### src/sv/assert_macros.svh
// Assertion macros shared by the gamepad event extractor modules.
// Each macro expects the module to have aclk and aresetn in scope.
`ifndef ASSERT_MACROS_SVH
`define ASSERT_MACROS_SVH

// Same-cycle implication, checked out of reset.
`define GPE_ASSERT_NOW(lbl, ante, cons, msg) \
    lbl: assert property (@(posedge aclk) disable iff (!aresetn) (ante) |-> (cons)) \
        else $error(msg);

// Next-cycle implication, checked out of reset.
`define GPE_ASSERT_NEXT(lbl, ante, cons, msg) \
    lbl: assert property (@(posedge aclk) disable iff (!aresetn) (ante) |=> (cons)) \
        else $error(msg);

`endif

### src/sv/gpe_pkg.sv
// Types, codes and the stick classifier for the gamepad event extractor.
// No dependencies.
package gpe_pkg;

    localparam int BTN_W = 16;
    localparam int DZ_W  = 7;
    localparam logic [7:0] STICK_CENTRE = 8'h80;

    localparam logic [2:0] DIR_NEUTRAL = 3'd0;
    localparam logic [2:0] DIR_UP      = 3'd1;
    localparam logic [2:0] DIR_DOWN    = 3'd2;
    localparam logic [2:0] DIR_LEFT    = 3'd3;
    localparam logic [2:0] DIR_RIGHT   = 3'd4;

    localparam logic [2:0] EV_BTN_PRESS   = 3'd0;
    localparam logic [2:0] EV_BTN_RELEASE = 3'd1;
    localparam logic [2:0] EV_LEFT_STICK  = 3'd2;
    localparam logic [2:0] EV_RIGHT_STICK = 3'd3;
    localparam logic [2:0] EV_LT_PRESS    = 3'd4;
    localparam logic [2:0] EV_LT_RELEASE  = 3'd5;
    localparam logic [2:0] EV_RT_PRESS    = 3'd6;
    localparam logic [2:0] EV_RT_RELEASE  = 3'd7;

    // Pending events of one report, cleared one at a time by the back end.
    typedef struct packed {
        logic [BTN_W-1:0] btn_chg;
        logic [BTN_W-1:0] btn_now;
        logic             ls_vld;
        logic [1:0]       ls_dir;
        logic             rs_vld;
        logic [1:0]       rs_dir;
        logic             lt_vld;
        logic             lt_rel;
        logic             rt_vld;
        logic             rt_rel;
    } gpe_job_t;

    function automatic logic [2:0] classify(input logic [7:0] x, input logic [7:0] y,
                                            input logic [DZ_W-1:0] dz);
        logic [7:0] lo;
        logic [7:0] hi;
        logic [2:0] cls;
        lo = STICK_CENTRE - {1'b0, dz};
        hi = STICK_CENTRE + {1'b0, dz};
        if (x < lo) begin
            cls = DIR_LEFT;
        end else if (x > hi) begin
            cls = DIR_RIGHT;
        end else if (y < lo) begin
            cls = DIR_UP;
        end else if (y > hi) begin
            cls = DIR_DOWN;
        end else begin
            cls = DIR_NEUTRAL;
        end
        return cls;
    endfunction

    function automatic logic job_any(input gpe_job_t j);
        return (|j.btn_chg) | j.ls_vld | j.rs_vld | j.lt_vld | j.rt_vld;
    endfunction

endpackage

### src/sv/gpe_front.sv
// Front end: takes reports, compares with held state, builds event jobs.
// Depends on gpe_pkg and assert_macros.svh.
`include "assert_macros.svh"
module gpe_front import gpe_pkg::*; #(
    parameter int NUM_BUTTONS = 16
) (
    input  logic             aclk,
    input  logic             aresetn,
    input  logic             cfg_wr_en,
    input  logic [DZ_W-1:0]  cfg_wr_data,
    input  logic             in_vld,
    output logic             in_rdy,
    input  logic [63:0]      in_data,
    output logic             job_push,
    output gpe_job_t         job,
    input  logic             q_full
);

    localparam logic [BTN_W-1:0] BTN_MASK = BTN_W'((32'd1 << NUM_BUTTONS) - 32'd1);

    logic [DZ_W-1:0]  deadzone_reg;
    logic [BTN_W-1:0] prev_btn_reg;
    logic [2:0]       ls_dir_reg;
    logic [2:0]       rs_dir_reg;
    logic             lt_held_reg;
    logic             rt_held_reg;

    logic [7:0]       lx, ly, rx, ry, lt, rt;
    logic [BTN_W-1:0] btns;
    logic [2:0]       ls_cls, rs_cls;
    logic             accept;

    assign lx   = in_data[7:0];
    assign ly   = in_data[15:8];
    assign rx   = in_data[23:16];
    assign ry   = in_data[31:24];
    assign btns = in_data[47:32];
    assign lt   = in_data[55:48];
    assign rt   = in_data[63:56];

    assign in_rdy = !q_full;
    assign accept = in_vld && in_rdy;

    assign ls_cls = classify(lx, ly, deadzone_reg);
    assign rs_cls = classify(rx, ry, deadzone_reg);

    always_comb begin
        job.btn_chg = (btns ^ prev_btn_reg) & BTN_MASK;
        job.btn_now = btns;
        job.ls_vld  = (ls_cls != DIR_NEUTRAL) && (ls_cls != ls_dir_reg);
        job.ls_dir  = 2'(ls_cls - 3'd1);
        job.rs_vld  = (rs_cls != DIR_NEUTRAL) && (rs_cls != rs_dir_reg);
        job.rs_dir  = 2'(rs_cls - 3'd1);
        job.lt_vld  = (lt != 8'd0) != lt_held_reg;
        job.lt_rel  = lt_held_reg;
        job.rt_vld  = (rt != 8'd0) != rt_held_reg;
        job.rt_rel  = rt_held_reg;
    end

    assign job_push = accept && job_any(job);

    always_ff @(posedge aclk) begin
        if (!aresetn) begin
            deadzone_reg <= DZ_W'(8);
            prev_btn_reg <= '0;
            ls_dir_reg   <= DIR_NEUTRAL;
            rs_dir_reg   <= DIR_NEUTRAL;
            lt_held_reg  <= 1'b0;
            rt_held_reg  <= 1'b0;
        end else begin
            if (cfg_wr_en) begin
                deadzone_reg <= cfg_wr_data;
            end
            if (accept) begin
                prev_btn_reg <= btns;
                ls_dir_reg   <= ls_cls;
                rs_dir_reg   <= rs_cls;
                lt_held_reg  <= lt != 8'd0;
                rt_held_reg  <= rt != 8'd0;
            end
        end
    end

    `GPE_ASSERT_NOW(a_push_has_events, job_push, job_any(job), "empty job pushed")

endmodule

### src/sv/gpe_queue.sv
// Two-entry job queue between front and back end.
// Depends on gpe_pkg and assert_macros.svh.
`include "assert_macros.svh"
module gpe_queue import gpe_pkg::*; (
    input  logic     aclk,
    input  logic     aresetn,
    input  logic     push,
    input  gpe_job_t wr_job,
    output logic     full,
    input  logic     pop,
    output logic     rd_vld,
    output gpe_job_t rd_job
);

    localparam int DEPTH = 2;

    gpe_job_t mem [DEPTH];
    logic       wr_ptr_reg;
    logic       rd_ptr_reg;
    logic [1:0] cnt_reg;
    logic [1:0] cnt_next;

    assign full   = cnt_reg == 2'(DEPTH);
    assign rd_vld = cnt_reg != 2'd0;
    assign rd_job = mem[rd_ptr_reg];

    always_comb begin
        cnt_next = cnt_reg;
        if (push && !pop) begin
            cnt_next = cnt_reg + 2'd1;
        end else if (pop && !push) begin
            cnt_next = cnt_reg - 2'd1;
        end
    end

    always_ff @(posedge aclk) begin
        if (push) begin
            mem[wr_ptr_reg] <= wr_job;
        end
    end

    always_ff @(posedge aclk) begin
        if (!aresetn) begin
            wr_ptr_reg <= 1'b0;
            rd_ptr_reg <= 1'b0;
            cnt_reg    <= '0;
        end else begin
            if (push) begin
                wr_ptr_reg <= !wr_ptr_reg;
            end
            if (pop) begin
                rd_ptr_reg <= !rd_ptr_reg;
            end
            cnt_reg <= cnt_next;
        end
    end

    `GPE_ASSERT_NOW(a_no_overflow, push, !full || pop, "push into full queue")
    `GPE_ASSERT_NOW(a_no_underflow, pop, rd_vld, "pop from empty queue")

endmodule

### src/sv/gpe_back.sv
// Back end: drains one job at a time, one event per cycle while the receiver accepts, into the output register.
// Depends on gpe_pkg and assert_macros.svh.
`include "assert_macros.svh"
module gpe_back import gpe_pkg::*; (
    input  logic       aclk,
    input  logic       aresetn,
    input  logic       q_vld,
    input  gpe_job_t   q_job,
    output logic       q_pop,
    output logic       m_tvalid,
    input  logic       m_tready,
    output logic [7:0] m_tdata,
    output logic [2:0] m_tuser,
    output logic       m_tlast
);

    gpe_job_t   cur_reg;
    logic       busy_reg;
    logic       m_tvalid_reg;
    logic [2:0] kind_reg;
    logic [3:0] num_reg;
    logic [1:0] dir_reg;
    logic       last_reg;

    gpe_job_t   rem;
    logic [3:0] idx;
    logic [2:0] ev_kind;
    logic [3:0] ev_num;
    logic [1:0] ev_dir;
    logic       out_free;
    logic       emit;
    logic       done;

    always_comb begin
        idx = '0;
        for (int i = BTN_W - 1; i >= 0; i--) begin
            if (cur_reg.btn_chg[i]) begin
                idx = 4'(i);
            end
        end
    end

    always_comb begin
        rem     = cur_reg;
        ev_kind = EV_RT_PRESS;
        ev_num  = '0;
        ev_dir  = '0;
        if (|cur_reg.btn_chg) begin
            ev_kind     = cur_reg.btn_now[idx] ? EV_BTN_PRESS : EV_BTN_RELEASE;
            ev_num      = idx;
            rem.btn_chg = cur_reg.btn_chg & (cur_reg.btn_chg - BTN_W'(1));
        end else if (cur_reg.ls_vld) begin
            ev_kind    = EV_LEFT_STICK;
            ev_dir     = cur_reg.ls_dir;
            rem.ls_vld = 1'b0;
        end else if (cur_reg.rs_vld) begin
            ev_kind    = EV_RIGHT_STICK;
            ev_dir     = cur_reg.rs_dir;
            rem.rs_vld = 1'b0;
        end else if (cur_reg.lt_vld) begin
            ev_kind    = cur_reg.lt_rel ? EV_LT_RELEASE : EV_LT_PRESS;
            rem.lt_vld = 1'b0;
        end else begin
            ev_kind    = cur_reg.rt_rel ? EV_RT_RELEASE : EV_RT_PRESS;
            rem.rt_vld = 1'b0;
        end
    end

    assign out_free = !m_tvalid_reg || m_tready;
    assign emit     = busy_reg && out_free;
    assign done     = emit && !job_any(rem);
    assign q_pop    = q_vld && (!busy_reg || done);

    always_ff @(posedge aclk) begin
        if (q_pop) begin
            cur_reg <= q_job;
        end else if (emit) begin
            cur_reg <= rem;
        end
        if (emit) begin
            kind_reg <= ev_kind;
            num_reg  <= ev_num;
            dir_reg  <= ev_dir;
            last_reg <= !job_any(rem);
        end
    end

    always_ff @(posedge aclk) begin
        if (!aresetn) begin
            busy_reg     <= 1'b0;
            m_tvalid_reg <= 1'b0;
        end else begin
            if (q_pop) begin
                busy_reg <= 1'b1;
            end else if (done) begin
                busy_reg <= 1'b0;
            end
            if (emit) begin
                m_tvalid_reg <= 1'b1;
            end else if (m_tready) begin
                m_tvalid_reg <= 1'b0;
            end
        end
    end

    assign m_tvalid = m_tvalid_reg;
    assign m_tdata  = {2'b00, dir_reg, num_reg};
    assign m_tuser  = kind_reg;
    assign m_tlast  = last_reg;

    `GPE_ASSERT_NOW(a_rise_needs_job, $rose(m_tvalid_reg), $past(busy_reg), "item without job")
    `GPE_ASSERT_NEXT(a_done_frees, done && !q_pop, !busy_reg, "busy after last event")

endmodule

### src/sv/gamepad_report_event_extractor_core.sv
// Gamepad report event extractor, top level.
// Depends on gpe_pkg, gpe_front, gpe_queue, gpe_back and assert_macros.svh.
//
// Usage:
//   s_* : one gamepad report per item. Every report is compared with the
//         state left by earlier ones; reports that change nothing give no item.
//   m_* : change events in order: buttons (ascending), left stick, right
//         stick, left trigger, right trigger. tlast marks a report's final event.
//   cfg_wr_en / cfg_wr_data : stick deadzone, write while idle.
// Path: an accepted report goes into the job queue, then into the back
//   end's job register; each event is registered at the output.
// Throughput: one event per cycle from the back end while the receiver
//   accepts; a report gives at most 20 events. A report is accepted
//   every cycle while the two-entry job queue has room.
// Reset clears held buttons, stick directions and trigger states and sets
//   the deadzone to 8. A stalled receiver holds the output item; the queue
//   then fills and s_tready drops.
module gamepad_report_event_extractor_core import gpe_pkg::*; #(
    parameter int NUM_BUTTONS = 16
) (
    input  logic            aclk,
    input  logic            aresetn,
    input  logic            cfg_wr_en,
    input  logic [DZ_W-1:0] cfg_wr_data,
    input  logic            s_tvalid,
    output logic            s_tready,
    // left_x, left_y, right_x, right_y, buttons[15:0], left_trigger, right_trigger
    input  logic [63:0]     s_tdata,
    output logic            m_tvalid,
    input  logic            m_tready,
    // button_number[3:0], direction[5:4], zero padding
    output logic [7:0]      m_tdata,
    // event_kind
    output logic [2:0]      m_tuser,
    output logic            m_tlast
);

    gpe_job_t push_job;
    gpe_job_t pop_job;
    logic     push;
    logic     pop;
    logic     q_full;
    logic     q_vld;

    gpe_front #(.NUM_BUTTONS(NUM_BUTTONS)) u_front (
        .aclk       (aclk),
        .aresetn    (aresetn),
        .cfg_wr_en  (cfg_wr_en),
        .cfg_wr_data(cfg_wr_data),
        .in_vld     (s_tvalid),
        .in_rdy     (s_tready),
        .in_data    (s_tdata),
        .job_push   (push),
        .job        (push_job),
        .q_full     (q_full)
    );

    gpe_queue u_queue (
        .aclk   (aclk),
        .aresetn(aresetn),
        .push   (push),
        .wr_job (push_job),
        .full   (q_full),
        .pop    (pop),
        .rd_vld (q_vld),
        .rd_job (pop_job)
    );

    gpe_back u_back (
        .aclk    (aclk),
        .aresetn (aresetn),
        .q_vld   (q_vld),
        .q_job   (pop_job),
        .q_pop   (pop),
        .m_tvalid(m_tvalid),
        .m_tready(m_tready),
        .m_tdata (m_tdata),
        .m_tuser (m_tuser),
        .m_tlast (m_tlast)
    );

endmodule
### config.mk
export PLATFORM = sky130hd
export DESIGN_NAME = gamepad_report_event_extractor_core
export DESIGN_NICKNAME = d
export VERILOG_FILES = /design/src/sv/gpe_pkg.sv /design/src/sv/gpe_front.sv /design/src/sv/gpe_queue.sv /design/src/sv/gpe_back.sv /design/src/sv/gamepad_report_event_extractor_core.sv
export VERILOG_INCLUDE_DIRS = /design/src /design/src/sv
export SDC_FILE = /design/constraint.sdc
export NUM_CORES = 1
export LEC_CHECK = 0
export BUFFER_PORTS_ARGS = -buffer_cell sky130_fd_sc_hd__buf_2
export CORE_UTILIZATION = 54
export DETAILED_ROUTE_END_ITERATION = 10
export PLACE_DENSITY = 0.77
export RECOVER_POWER = 25
export SLEW_MARGIN = 20
export SYNTH_ARGS = -nofsm -noshare
export SYNTH_HDL_FRONTEND = slang
export SYNTH_SLANG_ARGS = --single-unit
### constraint.sdc
create_clock -name aclk -period 6 [get_ports aclk]
set_input_delay 0.6 -clock aclk [delete_from_list [all_inputs] [get_ports aclk]]
set_output_delay 0.6 -clock aclk [all_outputs]
set_load 0.005 [all_outputs]
==> summary.txt <==
Run status
  – Outcome: complete, but fails checks
  – Violated checks: capacitance limit, slew limit

Cells and area
  – Final core area utilization: 62.8%
  – Area growth, synth to finish: 13.2%
  – Nets: 940
  – Finished Cell Area: 0.00997 mm2
  – Diodes inserted: 0
  – Max FFs per register: 84
  – Share of post-route cells with drive strength above 1: 15.7%

Clocking
  – Clk_lat worst skew: 430 ps
  – CTS tree: built
  – Root Buffer: clkbuf_16
  – Bufs on Longest Clock Path: 2
  – # H-tree levels: 4
  – Clk slew on worst S/H paths: 70 ps
  – Post_cts resized: 0
  – Num CTS Buffers: 17
  – Cts hold-fix bufs: 0
  – Setup Buffers After CTS: 0
  – # clock sinks: 174

Floorplanning
  – Core Box Area: 0.0159 mm2
  – Die area: 0.0168 mm2
  – Row count: 46
  – I/O pin count: 90
  – DIE WIDTH: 130 um
  – Die Y: 130 um
  – Starting Density: 55.5%

Power
  – Max VDD drop: 0.000240 V
  – Pwr dens: 431 mW/mm2
  – P_leak: 3.72 nW

Synth
  – Post-Synthesis Cells: 732
  – Ys async rst share: 0%
  – Synth Warn #: 0
  – Cell Area, Synth: 0.00881 mm2
  – Syn Area/Cell: 12.0 um2
  – FF+latch count, synth: 174
  – Number of synthesized flops with an enable pin: 136
  – Sequential-to-total area share from yosys stat: 55.0%
  – Predominant post-synthesis flop cell: edfxtp_1
  – Synth cell types: 73

Placement
  – IO buf count: 87
  – Total placed instance area: 0.00943 mm2
  – DP Worst Slack: 1100 ps
  – DP Wirelength: 13.8 mm
  – Final GP Congestion: 0.898

Timing
  – Fin Hold WS: 393 ps
  – Period minus WS final: 4960 ps
  – Max Freq: 202 MHz
  – Setup violations, final: 0
  – Relative slew slack: -7.62%
  – Endpoints failing hold: 0
  – Crit path setup slack, layout: 1040 ps
  – Fin. max-slew vios: 40
  – Worst Clk Skew: 9.18 ps
  – Worst-Margin Slew: 1610 ps
  – Unrepaired setup endpoints after global routing: no
  – Period Utilization, post-route: 82.6%

Route
  – Routed via count: 6,114
  – Wire length per cell: 18.3 um
  – Iteration-0 DRC Markers: 538
  – DRC Markers: 0
  – Final ANT Viol Nets: 0
  – Vias per cell: 5.88
  – Final wirelength: 19.0 mm
  – Drt pass-1 iters: 5

Hold path
  – WHS Endpoint: u_front.deadzone_reg[3]
  – Hold path start: cfg_wr_data[3]
  – Worst Hold Path Cells: 3
  – Hold crit path type: in2reg

Flow run
  – Max-Cap Viols: 1

GRT
  – GR Util met1: 31.6%
  – Initial antenna violation count: 0
  – Busiest grt layer: met2
  – Vias in the first global route: 5,989
  – Met3 usage: 4.72%
  – Maximum number of pins on one net before global-route repair: 59
  – Met2 usage: 39.8%
  – Total GRT Usage: 24.1%
  – Total global routing overflow: 0
  – First-pass GRT wire length: 30.4 mm

Setup path
  – CP arrival: 5310 ps
  – Nature of the critical path startpoint: flip-flop
  – Reg2Reg Depth: 18
  – Crit Path Max Fanout: 7
  – R2r setup slk: 1040 ps
  – Critical Path Sink Type: flip-flop
  – Worst R2R End: u_queue.cnt_reg[1]
  – Setup CP Type: reg2reg
  – Worst EP required: 6350 ps
  – Critical R2R Launch: u_front.deadzone_reg[1]
power by group:
part | total (mW) | internal (mW) | switching, mW
logic | 1.26 | 0.493 | 0.762
clock network | 1.04 | 0.579 | 0.466
registers | 2.00 | 1.76 | 0.240
cells in the final DEF (no fill, tap or decap), types with 11 or more instances in the layout:
| cell type | instances |
|---|---|
| a21boi_0 | 18 |
| a21oi_1 | 28 |
| buf_2 | 70 |
| clkbuf_1 | 18 |
| clkbuf_16 | 17 |
| dfxtp_1 | 37 |
| edfxtp_1 | 136 |
| ha_1 | 52 |
| inv_1 | 26 |
| mux2i_1 | 46 |
| nand2_1 | 50 |
| nand3_1 | 15 |
| nor2_1 | 42 |
| nor2b_1 | 23 |
| nor3_1 | 12 |
| o211ai_1 | 11 |
| o21ai_0 | 18 |
| xor2_1 | 21 |
per-layer routing:
layer | routed length, um | share of wire, %
met4 | 331 | 1.7
met5 | 0 | 0
met2 | 9210 | 49
met3 | 1140 | 6.0
met1 | 8310 | 44
critical path: stages, from the launching register on:
cell and delay (ps):
dfxtp_1 330, inv_1 240, ha_1 330, nand3_1 120, xnor2_1 420, ha_1 360
o2111ai_1 150, a32oi_1 130, a41oi_1 410, and4b_1 280, nor2_1 150, ha_1 210
o211ai_1 100, a21boi_0 160, a32oi_2 440, a21oi_1 150, ha_1 370, or3_1 380
a21boi_0 160
cells in the mapped netlist (all sizes together) (3+ instances only):
cell type	n	area share, %
and2	11	0.78
a21oi	28	1.6
xnor2	5	0.50
or3	5	0.36
o21a	5	0.43
xor2	21	2.1
a22oi	4	0.34
mux4	4	1.0
nand2	51	2.2
nor4	13	1.4
o211a	4	0.45
nor3	12	0.68
buf	15	1.2
a21o	8	0.68
o31ai	5	0.43
or2	3	0.21
a21boi	18	1.5
o2111ai	5	0.50
o211ai	11	0.94
a2111oi	3	0.30
or4	3	0.30
a31oi	4	0.28
a32oi	3	0.38
a211oi	10	0.91
nor2	42	1.8
nand3	16	0.97
nand4	10	0.71
o221ai	5	0.50
o21ai	28	1.6
dfxtp	38	8.6
o311ai	3	0.30
edfxtp	136	46
clkbuf	18	0.77
mux2i	46	5.2
inv	26	1.1
nor2b	23	1.6
ha	52	7.4
nand2b	4	0.28
how the worst max path moves through the flow:
stage / end / slack, ps / start
after CTS: u_queue.cnt_reg[1] / 1030 / u_front.deadzone_reg[1]
after floorplan: u_queue.mem[0][0] / -520 / u_front.deadzone_reg[1]
after detailed placement: u_queue.cnt_reg[1] / 1100 / u_front.deadzone_reg[1]
after global placement: u_queue.cnt_reg[1] / 1320 / u_front.deadzone_reg[1]
after global routing: u_queue.cnt_reg[1] / 660 / u_front.deadzone_reg[1]
final: u_queue.cnt_reg[1] / 1040 / u_front.deadzone_reg[1]
cell families (layout without fill, tap and decap cells):
kind of cell	Yosys count	count (layout)	share of synthesized area, %
adder cells (fa/ha/maj)	54	54	7.61
AND/OR/NAND/NOR	203	203	12.2
XOR/XNOR	26	26	2.59
AO/OA/AOI/OAI	165	165	13.3
buffers and inverters	59	150	3.05
other	1	2	0.0426
flip-flops	174	174	55.0
multiplexers	50	50	6.25
metrics by stage:
stage | power [mW] | setup TNS, ps | instances
2_1_floorplan | 2.91 | -43980 | 733
3_3_place_gp | 3.21 | 0 | 1009
3_5_place_dp | 3.28 | 0 | 1009
4_1_cts | 4.32 | 0 | 1040
5_1_grt | 4.54 | 0 | 1040
6_report | 4.30 | 0 | 1040
area by class of cell:
type	instances	area [um2]
Clock buffer	18	429
Clock inverter	13	130
Fill cell	1236	5910
Inverter	26	97.6
Multi-Input combinational cell	500	3740
Sequential cell	174	4850
Tap cell	216	270
Timing Repair Buffer	93	459
No activity file was read; power rests on OpenSTA's default activity.
